[src/rtl/core/gdec_pkg.sv]
// shared types, constants and register indexes for the gamepad conditioner
package gdec_pkg;

    localparam int AXIS_W = 16;
    localparam int MAG_W  = 15;
    localparam int NUM_W  = 2 * MAG_W;
    localparam int BTN_W  = 16;
    localparam int TRIG_W = 8;
    localparam int CFG_IDX_W  = 2;
    localparam int CFG_DATA_W = 15;
    localparam int NUM_AXES   = 4;
    localparam int AXIS_IDX_W = $clog2(NUM_AXES);
    localparam int DIV_STEPS  = MAG_W;
    localparam int STEP_W     = $clog2(DIV_STEPS);

    localparam logic [MAG_W-1:0]  FULL_SCALE     = 15'h7fff;
    localparam int                SPRINT_BIT     = 12;
    localparam logic [MAG_W-1:0]  RESET_LEFT_DZ  = 15'd7849;
    localparam logic [MAG_W-1:0]  RESET_RIGHT_DZ = 15'd8689;
    localparam logic [TRIG_W-1:0] RESET_TRIG_THR = 8'd30;

    localparam logic [CFG_IDX_W-1:0] CFG_LEFT_DZ    = 2'd0;
    localparam logic [CFG_IDX_W-1:0] CFG_RIGHT_DZ   = 2'd1;
    localparam logic [CFG_IDX_W-1:0] CFG_LEFT_THR   = 2'd2;
    localparam logic [CFG_IDX_W-1:0] CFG_RIGHT_THR  = 2'd3;

    localparam logic [AXIS_IDX_W-1:0] AXIS_LX = 2'd0;
    localparam logic [AXIS_IDX_W-1:0] AXIS_LY = 2'd1;
    localparam logic [AXIS_IDX_W-1:0] AXIS_RX = 2'd2;
    localparam logic [AXIS_IDX_W-1:0] AXIS_RY = 2'd3;

    typedef struct packed {
        logic                     connected;
        logic [BTN_W-1:0]         buttons_in;
        logic signed [AXIS_W-1:0] left_x_in;
        logic signed [AXIS_W-1:0] left_y_in;
        logic signed [AXIS_W-1:0] right_x_in;
        logic signed [AXIS_W-1:0] right_y_in;
        logic [TRIG_W-1:0]        left_trigger_in;
        logic [TRIG_W-1:0]        right_trigger_in;
    } in_item_t;

    typedef struct packed {
        logic [BTN_W-1:0]         buttons_out;
        logic signed [AXIS_W-1:0] left_x_out;
        logic signed [AXIS_W-1:0] left_y_out;
        logic signed [AXIS_W-1:0] right_x_out;
        logic signed [AXIS_W-1:0] right_y_out;
        logic [TRIG_W-1:0]        left_trigger_out;
        logic [TRIG_W-1:0]        right_trigger_out;
        logic                     aiming;
        logic                     shooting;
        logic                     sprinting;
        logic [BTN_W-1:0]         pressed_mask;
        logic [BTN_W-1:0]         released_mask;
    } out_item_t;

    typedef struct packed {
        logic                  capture;
        logic                  axis_load;
        logic                  div_step;
        logic                  axis_store;
        logic                  out_load;
        logic [AXIS_IDX_W-1:0] axis_sel;
    } ctrl_cmd_t;

    typedef struct packed {
        logic axis_zero;
    } ctrl_sts_t;

endpackage

[src/rtl/core/gamepad_deadzone_edge_conditioner_unit.sv]
// top level of the gamepad deadzone and button edge conditioner
// Takes one gamepad poll per transfer and returns one conditioned result. Each stick
// axis gets an axial deadzone and is rescaled to full range through a shared radix-2
// divider, one quotient bit per cycle. After the poll's transfer each axis in turn gets
// one setup, fifteen divide steps and one store, then the result register is loaded;
// an axis that falls inside its deadzone skips its divide steps. The next poll can be
// accepted the cycle after the output load, so a new poll is not taken while the last
// one is still being conditioned. The output load waits while an earlier result is
// still stalled. A finished result waits in the output register while the next poll
// is accepted. Configuration writes take effect at once and should be made while idle.
module gamepad_deadzone_edge_conditioner_unit (
    input  logic                            clk,
    input  logic                            rst_n,
    input  logic                            cfg_wr_en,
    input  logic [gdec_pkg::CFG_IDX_W-1:0]  cfg_index,
    input  logic [gdec_pkg::CFG_DATA_W-1:0] cfg_data,
    input  logic                            in_valid,
    output logic                            in_stall,
    input  gdec_pkg::in_item_t              in_data,
    output logic                            out_valid,
    input  logic                            out_stall,
    output gdec_pkg::out_item_t             out_data
);
    import gdec_pkg::*;

    ctrl_cmd_t cmd;
    ctrl_sts_t sts;

    gdec_ctrl u_ctrl (
        .clk       (clk),
        .rst_n     (rst_n),
        .in_valid  (in_valid),
        .in_stall  (in_stall),
        .out_valid (out_valid),
        .out_stall (out_stall),
        .sts       (sts),
        .cmd       (cmd)
    );

    gdec_datapath u_datapath (
        .clk       (clk),
        .rst_n     (rst_n),
        .cfg_wr_en (cfg_wr_en),
        .cfg_index (cfg_index),
        .cfg_data  (cfg_data),
        .in_data   (in_data),
        .cmd       (cmd),
        .sts       (sts),
        .out_data  (out_data)
    );

endmodule

[src/rtl/core/gdec_div.sv]
// restoring divider, one quotient bit per cycle, quotient known to fit in fifteen bits
module gdec_div (
    input  logic                        clk,
    input  logic                        rst_n,
    input  logic                        load,
    input  logic                        step,
    input  logic [gdec_pkg::NUM_W-1:0]  numerator,
    input  logic [gdec_pkg::MAG_W-1:0]  divisor,
    output logic [gdec_pkg::MAG_W-1:0]  quotient
);
    import gdec_pkg::*;

    logic [MAG_W-1:0] rem_reg, rem_next;
    logic [MAG_W-1:0] quo_reg, quo_next;
    logic [MAG_W-1:0] dvs_reg, dvs_next;
    logic [MAG_W:0]   shifted;
    logic [MAG_W:0]   trial;

    always_comb
    begin
        shifted  = {rem_reg, quo_reg[MAG_W-1]};
        trial    = shifted - {1'b0, dvs_reg};
        rem_next = rem_reg;
        quo_next = quo_reg;
        dvs_next = dvs_reg;
        if (load)
        begin
            rem_next = numerator[NUM_W-1:MAG_W];
            quo_next = numerator[MAG_W-1:0];
            dvs_next = divisor;
        end
        else if (step)
        begin
            if (!trial[MAG_W])
            begin
                rem_next = trial[MAG_W-1:0];
            end
            else
            begin
                rem_next = shifted[MAG_W-1:0];
            end
            quo_next = {quo_reg[MAG_W-2:0], ~trial[MAG_W]};
        end
    end

    always_ff @(posedge clk or negedge rst_n)
    begin
        if (!rst_n)
        begin
            rem_reg <= '0;
            quo_reg <= '0;
            dvs_reg <= '0;
        end
        else
        begin
            rem_reg <= rem_next;
            quo_reg <= quo_next;
            dvs_reg <= dvs_next;
        end
    end

    assign quotient = quo_reg;

endmodule

[src/rtl/core/gdec_datapath.sv]
// datapath: config registers, poll capture, axis conditioning and output register
module gdec_datapath (
    input  logic                            clk,
    input  logic                            rst_n,
    input  logic                            cfg_wr_en,
    input  logic [gdec_pkg::CFG_IDX_W-1:0]  cfg_index,
    input  logic [gdec_pkg::CFG_DATA_W-1:0] cfg_data,
    input  gdec_pkg::in_item_t              in_data,
    input  gdec_pkg::ctrl_cmd_t             cmd,
    output gdec_pkg::ctrl_sts_t             sts,
    output gdec_pkg::out_item_t             out_data
);
    import gdec_pkg::*;

    logic [MAG_W-1:0]  ldz_reg, ldz_next;
    logic [MAG_W-1:0]  rdz_reg, rdz_next;
    logic [TRIG_W-1:0] lthr_reg, lthr_next;
    logic [TRIG_W-1:0] rthr_reg, rthr_next;
    logic [BTN_W-1:0]  prev_reg, prev_next;
    in_item_t          cur_reg, cur_next;
    logic [BTN_W-1:0]  press_reg, press_next;
    logic [BTN_W-1:0]  rel_reg, rel_next;
    logic              neg_reg, neg_next;
    logic              zero_reg, zero_next;
    logic signed [AXIS_W-1:0] axis_reg [NUM_AXES];
    logic signed [AXIS_W-1:0] axis_next [NUM_AXES];
    out_item_t         out_reg, out_next;

    logic [AXIS_W-1:0] raw;
    logic [AXIS_W-1:0] mag_full;
    logic [MAG_W-1:0]  mag;
    logic [MAG_W-1:0]  dz;
    logic [MAG_W-1:0]  diff;
    logic [NUM_W-1:0]  num;
    logic              zero;
    logic [MAG_W-1:0]  quotient;
    logic [AXIS_W-1:0] q_ext;
    logic [AXIS_W-1:0] result;
    logic [BTN_W-1:0]  btn;

    // axis magnitude, deadzone test and scaled numerator
    always_comb
    begin
        unique case (cmd.axis_sel)
            AXIS_LX: raw = cur_reg.left_x_in;
            AXIS_LY: raw = cur_reg.left_y_in;
            AXIS_RX: raw = cur_reg.right_x_in;
            AXIS_RY: raw = cur_reg.right_y_in;
            default: raw = '0;
        endcase
        dz       = cmd.axis_sel[1] ? rdz_reg : ldz_reg;
        mag_full = raw[AXIS_W-1] ? (AXIS_W'(0) - raw) : raw;
        mag      = mag_full[AXIS_W-1] ? FULL_SCALE : mag_full[MAG_W-1:0];
        zero     = (dz == FULL_SCALE) || (mag < dz);
        diff     = mag - dz;
        num      = {diff, {MAG_W{1'b0}}} - {{MAG_W{1'b0}}, diff};
    end

    assign sts.axis_zero = zero;

    gdec_div u_div (
        .clk       (clk),
        .rst_n     (rst_n),
        .load      (cmd.axis_load),
        .step      (cmd.div_step),
        .numerator (num),
        .divisor   (FULL_SCALE - dz),
        .quotient  (quotient)
    );

    always_comb
    begin
        q_ext  = {1'b0, quotient};
        result = zero_reg ? '0 : (neg_reg ? (AXIS_W'(0) - q_ext) : q_ext);
        btn    = in_data.connected ? in_data.buttons_in : '0;

        ldz_next  = ldz_reg;
        rdz_next  = rdz_reg;
        lthr_next = lthr_reg;
        rthr_next = rthr_reg;
        if (cfg_wr_en)
        begin
            unique case (cfg_index)
                CFG_LEFT_DZ:   ldz_next  = cfg_data;
                CFG_RIGHT_DZ:  rdz_next  = cfg_data;
                CFG_LEFT_THR:  lthr_next = cfg_data[TRIG_W-1:0];
                CFG_RIGHT_THR: rthr_next = cfg_data[TRIG_W-1:0];
                default: ;
            endcase
        end

        cur_next   = cur_reg;
        prev_next  = prev_reg;
        press_next = press_reg;
        rel_next   = rel_reg;
        if (cmd.capture)
        begin
            cur_next   = in_data.connected ? in_data : '0;
            press_next = btn & ~prev_reg;
            rel_next   = ~btn & prev_reg;
            prev_next  = btn;
        end

        neg_next  = neg_reg;
        zero_next = zero_reg;
        if (cmd.axis_load)
        begin
            neg_next  = raw[AXIS_W-1];
            zero_next = zero;
        end

        axis_next = axis_reg;
        if (cmd.axis_store)
        begin
            axis_next[cmd.axis_sel] = result;
        end

        out_next = out_reg;
        if (cmd.out_load)
        begin
            out_next.buttons_out       = cur_reg.buttons_in;
            out_next.left_x_out        = axis_reg[AXIS_LX];
            out_next.left_y_out        = axis_reg[AXIS_LY];
            out_next.right_x_out       = axis_reg[AXIS_RX];
            out_next.right_y_out       = axis_reg[AXIS_RY];
            out_next.left_trigger_out  = cur_reg.left_trigger_in;
            out_next.right_trigger_out = cur_reg.right_trigger_in;
            out_next.aiming            = cur_reg.left_trigger_in > lthr_reg;
            out_next.shooting          = cur_reg.right_trigger_in > rthr_reg;
            out_next.sprinting         = cur_reg.buttons_in[SPRINT_BIT];
            out_next.pressed_mask      = press_reg;
            out_next.released_mask     = rel_reg;
        end
    end

    always_ff @(posedge clk or negedge rst_n)
    begin
        if (!rst_n)
        begin
            ldz_reg  <= RESET_LEFT_DZ;
            rdz_reg  <= RESET_RIGHT_DZ;
            lthr_reg <= RESET_TRIG_THR;
            rthr_reg <= RESET_TRIG_THR;
            prev_reg <= '0;
        end
        else
        begin
            ldz_reg  <= ldz_next;
            rdz_reg  <= rdz_next;
            lthr_reg <= lthr_next;
            rthr_reg <= rthr_next;
            prev_reg <= prev_next;
        end
    end

    // payload registers
    always_ff @(posedge clk)
    begin
        cur_reg   <= cur_next;
        press_reg <= press_next;
        rel_reg   <= rel_next;
        neg_reg   <= neg_next;
        zero_reg  <= zero_next;
        axis_reg  <= axis_next;
        out_reg   <= out_next;
    end

    assign out_data = out_reg;

endmodule

[src/rtl/core/gdec_ctrl.sv]
// controller: sequences capture, conditioning of the four axes and the output transfer
module gdec_ctrl (
    input  logic                clk,
    input  logic                rst_n,
    input  logic                in_valid,
    output logic                in_stall,
    output logic                out_valid,
    input  logic                out_stall,
    input  gdec_pkg::ctrl_sts_t sts,
    output gdec_pkg::ctrl_cmd_t cmd
);
    import gdec_pkg::*;

    localparam logic [2:0] ST_IDLE  = 3'd0;
    localparam logic [2:0] ST_LOAD  = 3'd1;
    localparam logic [2:0] ST_DIV   = 3'd2;
    localparam logic [2:0] ST_STORE = 3'd3;
    localparam logic [2:0] ST_DONE  = 3'd4;

    logic [2:0]            state_reg, state_next;
    logic [AXIS_IDX_W-1:0] axis_reg, axis_next;
    logic [STEP_W-1:0]     step_reg, step_next;
    logic                  out_valid_reg, out_valid_next;

    always_comb
    begin
        state_next     = state_reg;
        axis_next      = axis_reg;
        step_next      = step_reg;
        out_valid_next = out_valid_reg;
        cmd            = '0;
        cmd.axis_sel   = axis_reg;

        if (out_valid_reg && !out_stall)
        begin
            out_valid_next = 1'b0;
        end

        unique case (state_reg)
            ST_IDLE:
            begin
                if (in_valid)
                begin
                    cmd.capture = 1'b1;
                    axis_next   = '0;
                    state_next  = ST_LOAD;
                end
            end
            ST_LOAD:
            begin
                cmd.axis_load = 1'b1;
                step_next     = '0;
                state_next    = sts.axis_zero ? ST_STORE : ST_DIV;
            end
            ST_DIV:
            begin
                cmd.div_step = 1'b1;
                step_next    = step_reg + 1'b1;
                if (step_reg == STEP_W'(DIV_STEPS - 1))
                begin
                    state_next = ST_STORE;
                end
            end
            ST_STORE:
            begin
                cmd.axis_store = 1'b1;
                if (axis_reg == AXIS_IDX_W'(NUM_AXES - 1))
                begin
                    state_next = ST_DONE;
                end
                else
                begin
                    axis_next  = axis_reg + 1'b1;
                    state_next = ST_LOAD;
                end
            end
            ST_DONE:
            begin
                if (!out_valid_reg || !out_stall)
                begin
                    cmd.out_load   = 1'b1;
                    out_valid_next = 1'b1;
                    state_next     = ST_IDLE;
                end
            end
            default:
            begin
                state_next = ST_IDLE;
            end
        endcase
    end

    always_ff @(posedge clk or negedge rst_n)
    begin
        if (!rst_n)
        begin
            state_reg     <= ST_IDLE;
            axis_reg      <= '0;
            step_reg      <= '0;
            out_valid_reg <= 1'b0;
        end
        else
        begin
            state_reg     <= state_next;
            axis_reg      <= axis_next;
            step_reg      <= step_next;
            out_valid_reg <= out_valid_next;
        end
    end

    assign in_stall  = (state_reg != ST_IDLE);
    assign out_valid = out_valid_reg;

endmodule
[config.mk]
export PLATFORM = sky130hd
export DESIGN_NAME = gamepad_deadzone_edge_conditioner_unit
export DESIGN_NICKNAME = d
export VERILOG_FILES = /design/src/rtl/core/gdec_pkg.sv /design/src/rtl/core/gamepad_deadzone_edge_conditioner_unit.sv /design/src/rtl/core/gdec_div.sv /design/src/rtl/core/gdec_datapath.sv /design/src/rtl/core/gdec_ctrl.sv
export SDC_FILE = /design/constraint.sdc
export NUM_CORES = 1
export LEC_CHECK = 0
export BUFFER_PORTS_ARGS = -buffer_cell sky130_fd_sc_hd__buf_2
export CAP_MARGIN = 30
export CORE_UTILIZATION = 46
export CTS_CLUSTER_SIZE = 24
export DETAILED_ROUTE_END_ITERATION = 8
export PLACE_DENSITY = 0.73
export SLEW_MARGIN = 10
export SYNTH_ARGS = -nofsm -noshare
export SYNTH_HDL_FRONTEND = slang
export SYNTH_SLANG_ARGS = --single-unit
[constraint.sdc]
create_clock -name clk -period 18.4 [get_ports clk]
set_input_delay 0.92 -clock clk [delete_from_list [all_inputs] [get_ports clk]]
set_output_delay 0.92 -clock clk [all_outputs]
set_load 0.01 [all_outputs]
# After elaboration in Yosys (flattened, before gate mapping)
# Index checks and enable logic that the tools add are counted.
[totals]
reg_bits = 442
elab_cells = 128
out_inout_bits = 133
input_bits = 119
[classes]
n_addsub = 8
reduce_logical = 19
bitwise = 6
muxes = 35
eq_ne = 16
n_lt_le_gt_ge = 5
[ops]
columns = ["op", "n"]
rows = [
  ["$mux W15", 7],
  ["$mux W16", 5],
  ["$bwmux W64", 1],
  ["$pmux W16 S4", 1],
  ["$and A16 B16 Y16", 2],
  ["$demux W16 S2", 1],
  ["$not A16 Y16", 2],
  ["$sub A30 B15 Y30", 1],
  ["$gt A8 B8 Y1", 2],
  ["$sub A1 B15 Y16 const A", 1],
  ["$sub A1 B16 Y16 const A", 1],
  ["$sub A16 B15 Y16", 1],
  ["$eq A15 B15 Y1 const B", 1],
  ["$lt A15 B15 Y1", 1],
  ["$pmux W3 S5", 1],
  ["$sub A15 B15 Y15", 1],
  ["$sub A15 B15 Y15 const A", 1],
  ["$mux W3", 4],
  ["$mux W1", 11],
  ["$eq A2 B2 Y1 const B", 4],
  ["$pmux W4 S2", 1],
  ["$reduce_and A2 Y1", 4],
  ["$eq A3 B2 Y1 const B", 2],
  ["$reduce_and A3 Y1", 2],
  ["21 further kinds", 31],
]

# Depth between registers and ports, before layout
# Gate-level depths: netlist (run 1).
[logic_depth]
depth_word = 9
ltp_mapped = 27
depth_no_buf = 21

# Cells and area by module
# A second synthesis (run 1) with hierarchy kept.
[unflattened]
hier_cells = 1411
area_unflattened_um2 = 19492.4
[modules_own_cells]
columns = ["module", "cells_each", "seq_area_each_um2", "instances", "area_per_inst_um2"]
rows = [
  ["gdec_datapath", 1046, 11309.6, 1, 16116.7],
  ["gdec_div", 315, 1126.1, 1, 2844.0],
  ["gdec_ctrl", 50, 250.2, 1, 531.8],
]

# Worst setup path after synthesis (run 1)
# OpenSTA, ideal clock, no wires.
[synth_path]
path_kind = "input port to flip-flop"
startpoint = "input port out_stall"
endpoint = "register u_datapath.out_reg (netlist bit u_datapath.out_data[0]) (enable)"
arrival_time_ns = 7.040
required_time_ns = 17.737
path_buffers = 0
slack_ns = 10.698
setup_time_ns = 0.663
path_stages = 1
path_cell_list = "a21oi_1"
[synth_via]
elab_chain_len = 4
[synth_lines]
columns = ["element", "line_no", "text"]
rows = [
  ["start: declaration", "gamepad_deadzone_edge_conditioner_unit.sv:21", "input logic out_stall,"],
  ["$logic_not A1 Y1", "gdec_ctrl.sv:79", "if (!out_valid_reg || !out_stall)"],
  ["$logic_or A1 B1 Y1", "gdec_ctrl.sv:79", ""],
  ["$mux W1", "gdec_ctrl.sv:79", ""],
  ["$mux W1", "gdec_ctrl.sv:39", "unique case (state_reg)"],
  ["end signal: assignment", "gdec_datapath.sv:165", "out_reg <= out_next;"],
  ["end: declaration", "gdec_datapath.sv:27", "out_item_t out_reg, out_next;"],
]
# Every way passes these cells.
# A chain may end at the register's enable or synchronous reset.

# Worst setup path after layout (run 1)
[layout_path]
startpoint = "register u_ctrl.axis_reg[1]"
endpoint = "register u_datapath.u_div.rem_reg[10]"
[layout_via]
elab_chain_len = 8
elab_cells_between_ends = 12
cone_classes = "add/sub: 3; eq/ne: 3; mux: 5; reduce/logical: 1"
[layout_lines]
columns = ["element", "line_no", "text"]
rows = [
  ["start: declaration", "gdec_ctrl.sv:21", "logic [AXIS_IDX_W-1:0] axis_reg, axis_next;"],
  ["start signal: assignment", "gdec_ctrl.sv:105", "axis_reg <= axis_next;"],
  ["$eq A2 B2 Y1 (tied with other cells)", "gdec_datapath.sv:44", "unique case (cmd.axis_sel)"],
  ["$pmux W16 S4", "gdec_datapath.sv:44", ""],
  ["$sub A1 B16 Y16", "gdec_datapath.sv:52", "mag_full = raw[AXIS_W-1] ? (AXIS_W'(0) - raw) : raw;"],
  ["$mux W16", "gdec_datapath.sv:52", ""],
  ["$mux W15", "gdec_datapath.sv:53", "mag = mag_full[AXIS_W-1] ? FULL_SCALE : mag_full[MAG_W-1:0];"],
  ["$sub A15 B15 Y15 *", "gdec_datapath.sv:55", "diff = mag - dz;"],
  ["$sub A30 B15 Y30 *", "gdec_datapath.sv:56", "num = {diff, {MAG_W{1'b0}}} - {{MAG_W{1'b0}}, diff};"],
  ["$mux W15 *", "gdec_div.sv:26", "if (load)"],
  ["end signal: assignment", "gdec_div.sv:56", "rem_reg <= rem_next;"],
  ["end: declaration", "gdec_div.sv:13", "logic [MAG_W-1:0] rem_reg, rem_next;"],
]
# Every way passes the cells marked *; elsewhere a longest branch is shown, timed or not.

==> summary.txt, run 1 <==
Run status
  • Status: finished clean

Timing
  • Peak Freq: 152 MHz
  • Worst slew margin: 36.0%
  • Setup TNS: 0 ns
  • Fin. Hold Viols: 0
  • RSZ-0062 raised after global routing: no
  • Final setup skew: around 0.016 ns
  • Final Setup Violations: 0
  • Final Max Tran Viols: 0
  • Tightest Pin Transition: 0.958 ns
  • Min Tclk post-route: 6.57 ns
  • Setup ws final: 11.83 ns
  • Final period util: 35.7%

Floorplan
  • Cell row count: 74
  • Core ar.: 40800 µm²
  • Top Ports: 252
  • Die Y: 205 µm
  • Initial core utilization: 46.6%
  • Die X: 205 µm
  • Total Die Area: 42200 µm²

Yosys
  • Area contributors post-synth: edfxtp_1 (51%), dfrtp_1 (12%), ha_1 (3.7%), and2_1 (3.3%), mux2_2 (3.2%)
  • Seq cells post-synth: 441
  • Mean Syn Cell Area: roughly 14 µm²
  • Top cell type by total area after synthesis: edfxtp_1
  • Fraction of registers with async set/reset: 26.5%
  • Most frequent cell after synthesis: edfxtp_1
  • Distinct cells, synth: 91
  • Syn Inst Count: ~1400
  • Ys flop type: edfxtp_1
  • Share of the synthesized area in the top cell type: 51.1%
  • EDFF count, synth: 324
  • Net count after synthesis: 1578
  • YS warnings: 0
  • Synthesized cell area: 19000 µm²
  • Sequential area share after synthesis: 66.6%
  • Synth cell count leaders: edfxtp_1 (324), nand2_1 (112), and2_1 (101)

Clocking
  • Hold_buf cts: 0
  • Post-cts sizing count: 0
  • Clk_lat worst skew: 0.56 ns
  • TritonCTS Buffers: 44
  • CTS tree: yes
  • H-tree levels: 2
  • CTS max path bufs: 3
  • Number of setup buffers added after CTS: 0
  • Clock root buffer: clkbuf_16
  • Clock edge transition at the registers on the reported setup and hold paths: 0.06 ns
  • CTS sink cnt: about 440

Route
  • DR iter-0 viols: 878
  • Vias: 11800
  • Residual DRC: 0
  • Final WL: 40.6 mm
  • Routed WL per cell: 18.2 µm
  • Drt first pass iters: 7
  • Antenna Nets Post-Route: 0
  • DR vias/cell: 5.29

Min path
  • Worst hold endpoint: u_datapath.out_data[65]
  • Worst Hold Depth: 0
  • Hold Path Origin: u_datapath.axis_reg[14]
  • Worst Hold Class: register to register

Power
  • P per Cell Area: 192 nW/µm²
  • Pleak: approximately 9 nW
  • Final total power: 0.00431 W
  • VDD IR max: 0.113 mV

GRT
  • Grt total ovfl: 0
  • Initial antenna violation count: 1
  • GRT Resource Usage Total: 19.5%
  • Vias in the first global route: between 10000 and 15000
  • First-pass GRT wire length: 63.5 mm
  • Largest net degree at the start of global routing: 97

Job
  • Max-Cap Viols: 0

Placement
  • RePlAce Congestion: 0.863
  • Number of I/O port buffers: about 250
  • Setup Slack @ Placement: 11.54 ns
  • Post-DP HPWL: ~29 mm
  • Dpl cell area: about 21000 µm²

Cells and area
  • Nets: 1839
  • Fraction of layout cells with a size suffix above 1: a little over a quarter
  • Largest register FFs: 130
  • Design area: 22400 µm²
  • Area grow syn2layout: 17.7%

Critical path
  • Worst reg2reg path depth: 21
  • Crit path top cell by count: or3_1
  • Reg-to-reg startpoint: u_ctrl.axis_reg[1]
  • Delay-heaviest family, CP: simple AND/OR/NAND/NOR gates
  • Max stage delay on crit path: 0.56 ns
  • Crit path buffers/inverters: 2
  • CP Cell Sequence: buf_16 > inv_1 > ha_1 > a222oi_1 > nand3_1 > o21ai_0 > and2b_1 > nand2_1 > or3_1 > or3_1 > and2_1 > ha_1 > fa_1 > nor2b_1 > o21ai_2 > a22oi_4 > a21oi_2 > xor2_1 > nand3b_1 > or3_1 > a211o_1
  • Startpoint Class: register
  • Reg-to-reg endpoint: u_datapath.u_div.rem_reg[10]
  • CP arrival: 7.01 ns
  • CP endpoint kind: register
  • Setup Crit Path Kind: register to register
  • Reg2reg setup slack: 11.83 ns
  • Critical Path Slowest Stage Cell: dfrtp_1
  • CP required: 18.84 ns
  • CP Max Fanout: 17
[worst reg2reg max path: cells and delay by family (launching register included)]
family                     cells  cell delay (ns)
and+or+nand+nor                9             2.77
AOI/OAI and AO/OA              6             1.49
adders and majority gates      3             1.02
DFF                            1             0.56
xor gates and xnor gates       1             0.33
buffers and inverters          2             0.30
[cells in the final DEF (no fill, tap or decap), types with 13 or more instances in the layout]
cell type  Yosys  final
xor2_1        24     24
a222oi_1      14     14
clkbuf_16      0     46
nor3_1        15     15
dfrtp_1       94     94
a21oi_1       44     43
nor2_1        71     71
nand2_1      112    112
ha_1          56     56
mux2i_1       23     23
dfstp_2       23     23
and2_1       101    101
nand3_1       23     23
edfxtp_1     324    324
xnor2_1       28     28
o21ai_0       73     73
mux2_2        54     54
inv_1         66     65
a22oi_1       13     13
buf_2          8    250
[report_power, final]
group | leakage, nW | internal [W] | switching, W | total [W]
Clock | 0.703 | 0.000515 | 0.000373 | 0.000888
Combinational | 3.83 | 0.000772 | 0.00119 | 0.00196
Sequential | 4.39 | 0.00133 | 0.000119 | 0.00145
Total | 8.92 | 0.00262 | 0.00168 | 0.00431
[per-stage QoR]
| step | hold WS (ns) | util (%) | std cells |
|---|---|---|---|
| 6_report | 0.417 | 54.9 | 2229 |
| 5_1_grt | 0.418 | 54.9 | 2228 |
| 4_1_cts | 0.418 | 54.7 | 2224 |
| 3_5_place_dp | 0.405 | 51.2 | 2144 |
| 3_3_place_gp | 0.401 | 51.1 | 2141 |
| 2_1_floorplan | 0.400 | - | 1401 |
[routing by layer]
layer  share of wire (%)  GRT usage, %  up-vias
li1                    -             -     5659
met1                  43          25.6     5711
met2                  49          33.0      359
met3                 5.3          3.53       58
met4                 1.9          5.45        2
met5               0.032             0        -
[cell type report]
| cell class | instances | area [µm²] |
|---|---|---|
| fill | 3309 | 18400 |
| sequential | 441 | 12700 |
| multi-input combinational | 838 | 5900 |
| timing repair buffer | 269 | 1470 |
| clock buffer | 57 | 1220 |
| tap | 532 | 666 |
| inverter | 68 | 258 |
| clock inverter | 23 | 219 |
| antenna | 1 | 2.50 |
[cell families (layout without fill, tap and decap cells)]
logic type,after synthesis,in the layout,share of synthesized area (%)
AOI/OAI and AO/OA,250,250,9.20
xor gates and xnor gates,53,53,2.48
and+or+nand+nor,400,400,10.9
adders and majority gates,58,58,3.89
buffers and inverters,122,417,2.52
muxes,77,77,4.40
other,0,1,0
DFF,441,441,66.6
[worst max-delay path by stage]
stage / from / endpoint / slack, ns / depth (start not counted)
floorplan: out_stall / u_datapath.out_data[0] / 10.70 / 1
global placement: u_ctrl.axis_reg[1] / u_datapath.u_div.rem_reg[10] / 11.79 / 20
detailed placement: u_ctrl.axis_reg[1] / u_datapath.u_div.rem_reg[10] / 11.54 / 20
CTS: u_ctrl.axis_reg[1] / u_datapath.u_div.rem_reg[10] / 11.47 / 20
global route: u_ctrl.axis_reg[1] / u_datapath.u_div.rem_reg[10] / 11.40 / 21
finish: u_ctrl.axis_reg[1] / u_datapath.u_div.rem_reg[10] / 11.83 / 21
Note: power is estimated with default switching activity, not from simulation.
==> run 2: changes to the inputs <==
- PLACE_DENSITY: 0.73 -> 0.75
- clock period: 18.4 -> 5.8 ns (I/O delays scaled with it)
==> summary.txt, run 2 (synthesis gave the netlist of run 1 again) <==
Run status
  • Status: finished clean

Route
  • Drt first pass iters: 6 (-1)
  • Routed WL per cell: 17.8 µm (-2.5%)
  • Vias: 12300 (+4.6%)
  • DR iter-0 viols: 871 (-0.80%)
  • Residual DRC: 0 (unchanged)
  • Final WL: 41.4 mm (+2.0%)
  • DR vias/cell: 5.29 (about the same)
  • Antenna Nets Post-Route: 0 (unchanged)

Cells and area
  • Filler Cells Inserted: 3207 (-3.1%)
  • Multi-input logic area: 5960 µm² (+1.0%)
  • Largest register FFs: 130 (unchanged)
  • Leading cell type in the layout, fill and taps excluded: edfxtp_1
  • Fraction of layout cells with a size suffix above 1: 26.9% (+0.45 points)
  • Area grow syn2layout: 23.7%
  • Most frequent cells in the layout: edfxtp_1 (324), buf_2 (250), nand2_1 (112), and2_1 (101), dfrtp_1 (93)
  • Fin cells: 2331 (+4.6%)
  • Reg area: 12700 µm² (about the same)
  • Nets: 1939 (+5.4%)

GRT
  • Initial antenna violation count: 0 (-1)
  • First-pass GRT wire length: 64.4 mm (+1.5%)
  • Vias in the first global route: 12100 (+2.2%)
  • Largest net degree at the start of global routing: 103 (+6.2%)
  • GRT Resource Usage Total: 19.8% (+0.30 points)
  • Grt total ovfl: 0 (unchanged)

Timing
  • Worst slew margin: 34.2% (-1.7 points)
  • Final Max Tran Viols: 0 (unchanged)
  • Final Setup Violations: 0 (unchanged)
  • Peak Freq: 180 MHz (+19%)
  • Setup ws final: 0.259 ns (-11.57 ns)
  • Min Tclk post-route: 5.54 ns (-1.03 ns)
  • Fin. Hold Viols: 0 (unchanged)
  • Tightest Pin Transition: 0.986 ns (+0.0287 ns)
  • Final setup skew: 0.0175 ns (+0.00142 ns)
  • Final period util: 95.5% (+60 points)

Clocking
  • CTS tree: yes
  • CTS sink cnt: 441 (unchanged)
  • H-tree levels: 2 (unchanged)
  • Clock root buffer: clkbuf_16
  • TritonCTS Buffers: 44 (unchanged)
  • CTS max path bufs: 3 (unchanged)
  • Clk_lat worst skew: 0.57 ns (about the same)
  • Clock edge transition at the registers on the reported setup and hold paths: 0.07 ns (about the same)

Min path
  • Worst Hold Depth: 2 (+2)
  • Worst Hold Class: primary input to register
  • Hold Path Origin: cfg_data[6]
  • Worst hold endpoint: u_datapath.rdz_reg[6]

Power
  • P per Cell Area: 608 nW/µm² (+220%)
  • Comb power frac: 46.4% (+0.8 points)
  • Switching Fraction: 38.3% (-0.81 points)
  • VDD IR max: 0.391 mV (+250%)
  • Clock Power Share: 21.4% (+0.8 points)
  • P_sw: 0.00549 W (+230%)
  • Pleak: 9.42 nW (+5.6%)
  • Pint: 0.00883 W (+240%)
  • Sequential power share: 32.2% (-1.6 points)

Placement
  • RePlAce Congestion: 0.907 (+5.1%)
  • Setup Slack @ Placement: 0.0201 ns (-11.52 ns)
  • Post-DP HPWL: 29.0 mm (+1.1%)
  • Number of I/O port buffers: 251 (unchanged)
  • Placed Instances: 2163 (+0.89%)

Critical path
  • Max stage delay on crit path: 0.47 ns (-0.09 ns)
  • Reg-to-reg endpoint: u_datapath.u_div.rem_reg[5]
  • Reg2reg setup slack: 0.26 ns (-11.57 ns)
  • CP Cell Sequence: inv_1 > ha_4 > a222oi_1 > nand2_1 > o32ai_2 > and2b_1 > nand2_1 > or3_4 > or3_1 > and2_1 > ha_1 > fa_2 > nor2b_4 > o22ai_2 > xnor2_1 > or3_4 > nor4b_4 > nand3_2 > nor3_4 > a21oi_1 > a221o_1
  • Startpoint Class: register
  • Reg-to-reg startpoint: u_ctrl.axis_reg[0]
  • CP Max Fanout: 11 (-6)
  • CP endpoint kind: register
  • CP arrival: 6.00 ns (-1.01 ns)
  • Critical Path Slowest Stage Cell: a222oi_1
  • Setup Crit Path Kind: register to register
  • CP required: 6.25 ns (-12.59 ns)
  • Worst reg2reg path depth: 21 (unchanged)

Floorplan
  • Die Y: 205 µm (unchanged)
  • Core ar.: 40800 µm² (unchanged)
  • Die X: 205 µm (unchanged)
  • Cell row count: 74 (unchanged)
  • Initial core utilization: 46.6% (unchanged)
  • Total Die Area: 42200 µm² (unchanged)
  • Top Ports: 252 (unchanged)

Job
  • Max-Cap Viols: 0 (unchanged)
-- run 2: cell count changes in the layout (fill, tap and decap cells not counted), moves of 3 or more --
cell,change
buf_4,+26
buf_8,-3
bufinv_16,+6
clkinv_2,-3
dlygate4sd3_1,+75
ha_1,-3
-- run 2: cell type report --
cell class	count	area share [%]
Antenna cell	1	0.0106
Multi-Input combinational cell	838	25.3
Tap cell	532	2.83
Timing Repair Buffer	369	10.2
Clock buffer	55	5.07
Inverter	68	1.09
Clock inverter	27	1.67
Sequential cell	441	53.9
-- run 2: power by group through the flow --
stage	registers (W)	clock network (W)	logic (W)
after floorplan	0.00452	0	0.00482
after detailed placement	0.00466	0	0.00638
after global placement	0.00464	0	0.00620
after CTS	0.00461	0.00313	0.00645
after global routing	0.00467	0.00325	0.00728
final	0.00461	0.00306	0.00664
-- run 2: worst max-delay path by stage --
stage / from / endpoint / depth (start not counted) / slack [ns]
detailed placement: u_ctrl.axis_reg[0] / u_datapath.u_div.rem_reg[5] / 21 / 0.02
floorplan: u_ctrl.axis_reg[1] / u_datapath.u_div.rem_reg[5] / 25 / 0.04
CTS: u_ctrl.axis_reg[0] / u_datapath.u_div.rem_reg[10] / 20 / 0.01
finish: u_ctrl.axis_reg[0] / u_datapath.u_div.rem_reg[5] / 21 / 0.26
global placement: u_ctrl.axis_reg[0] / u_datapath.u_div.rem_reg[5] / 21 / 0.20
global route: u_ctrl.axis_reg[0] / u_datapath.u_div.rem_reg[5] / 21 / -0.04
-- run 2: per-layer routing --
layer	track usage, %	up-vias	routed length (µm)
met5	0	-	0
met4	6.85	0	1140
met3	4.09	67	2590
met2	32.4	440	19700
met1	26.0	5965	17900
li1	-	5858	-
-- run 2: stage by stage --
step                      util (%)  setup TNS, ns  instance area (µm²)  hold WS [ns]  total power (W)
after global placement        51.4              0                21000         0.401           0.0108
after global routing          57.7        -0.0614                23600       0.00914           0.0152
after detailed placement      51.6              0                21100         0.405           0.0110
after floorplan                  -              0                19000      -0.00559          0.00934
after CTS                     57.3              0                23400       0.00161           0.0142
final                         57.7              0                23600        0.0371           0.0143
-- run 2: critical path: cells and delay by family (launching register included) --
kind | cells | cell delay, ns
xor+xnor | 1 | 0.16
fa+ha+maj | 3 | 0.84
flops | 1 | 0.41
simple gates | 11 | 2.75
compound gates | 5 | 1.11
buf+inv | 1 | 0.13
-- run 2: timing repair --
item	in CTS	in global routing
endpoints found under the hold margin	127	0
cloned	0	0
pin swaps	0	10
hold buffers	75	0
resized for setup	1	12
endpoints found under the setup margin	1	21
setup buffers	0	8
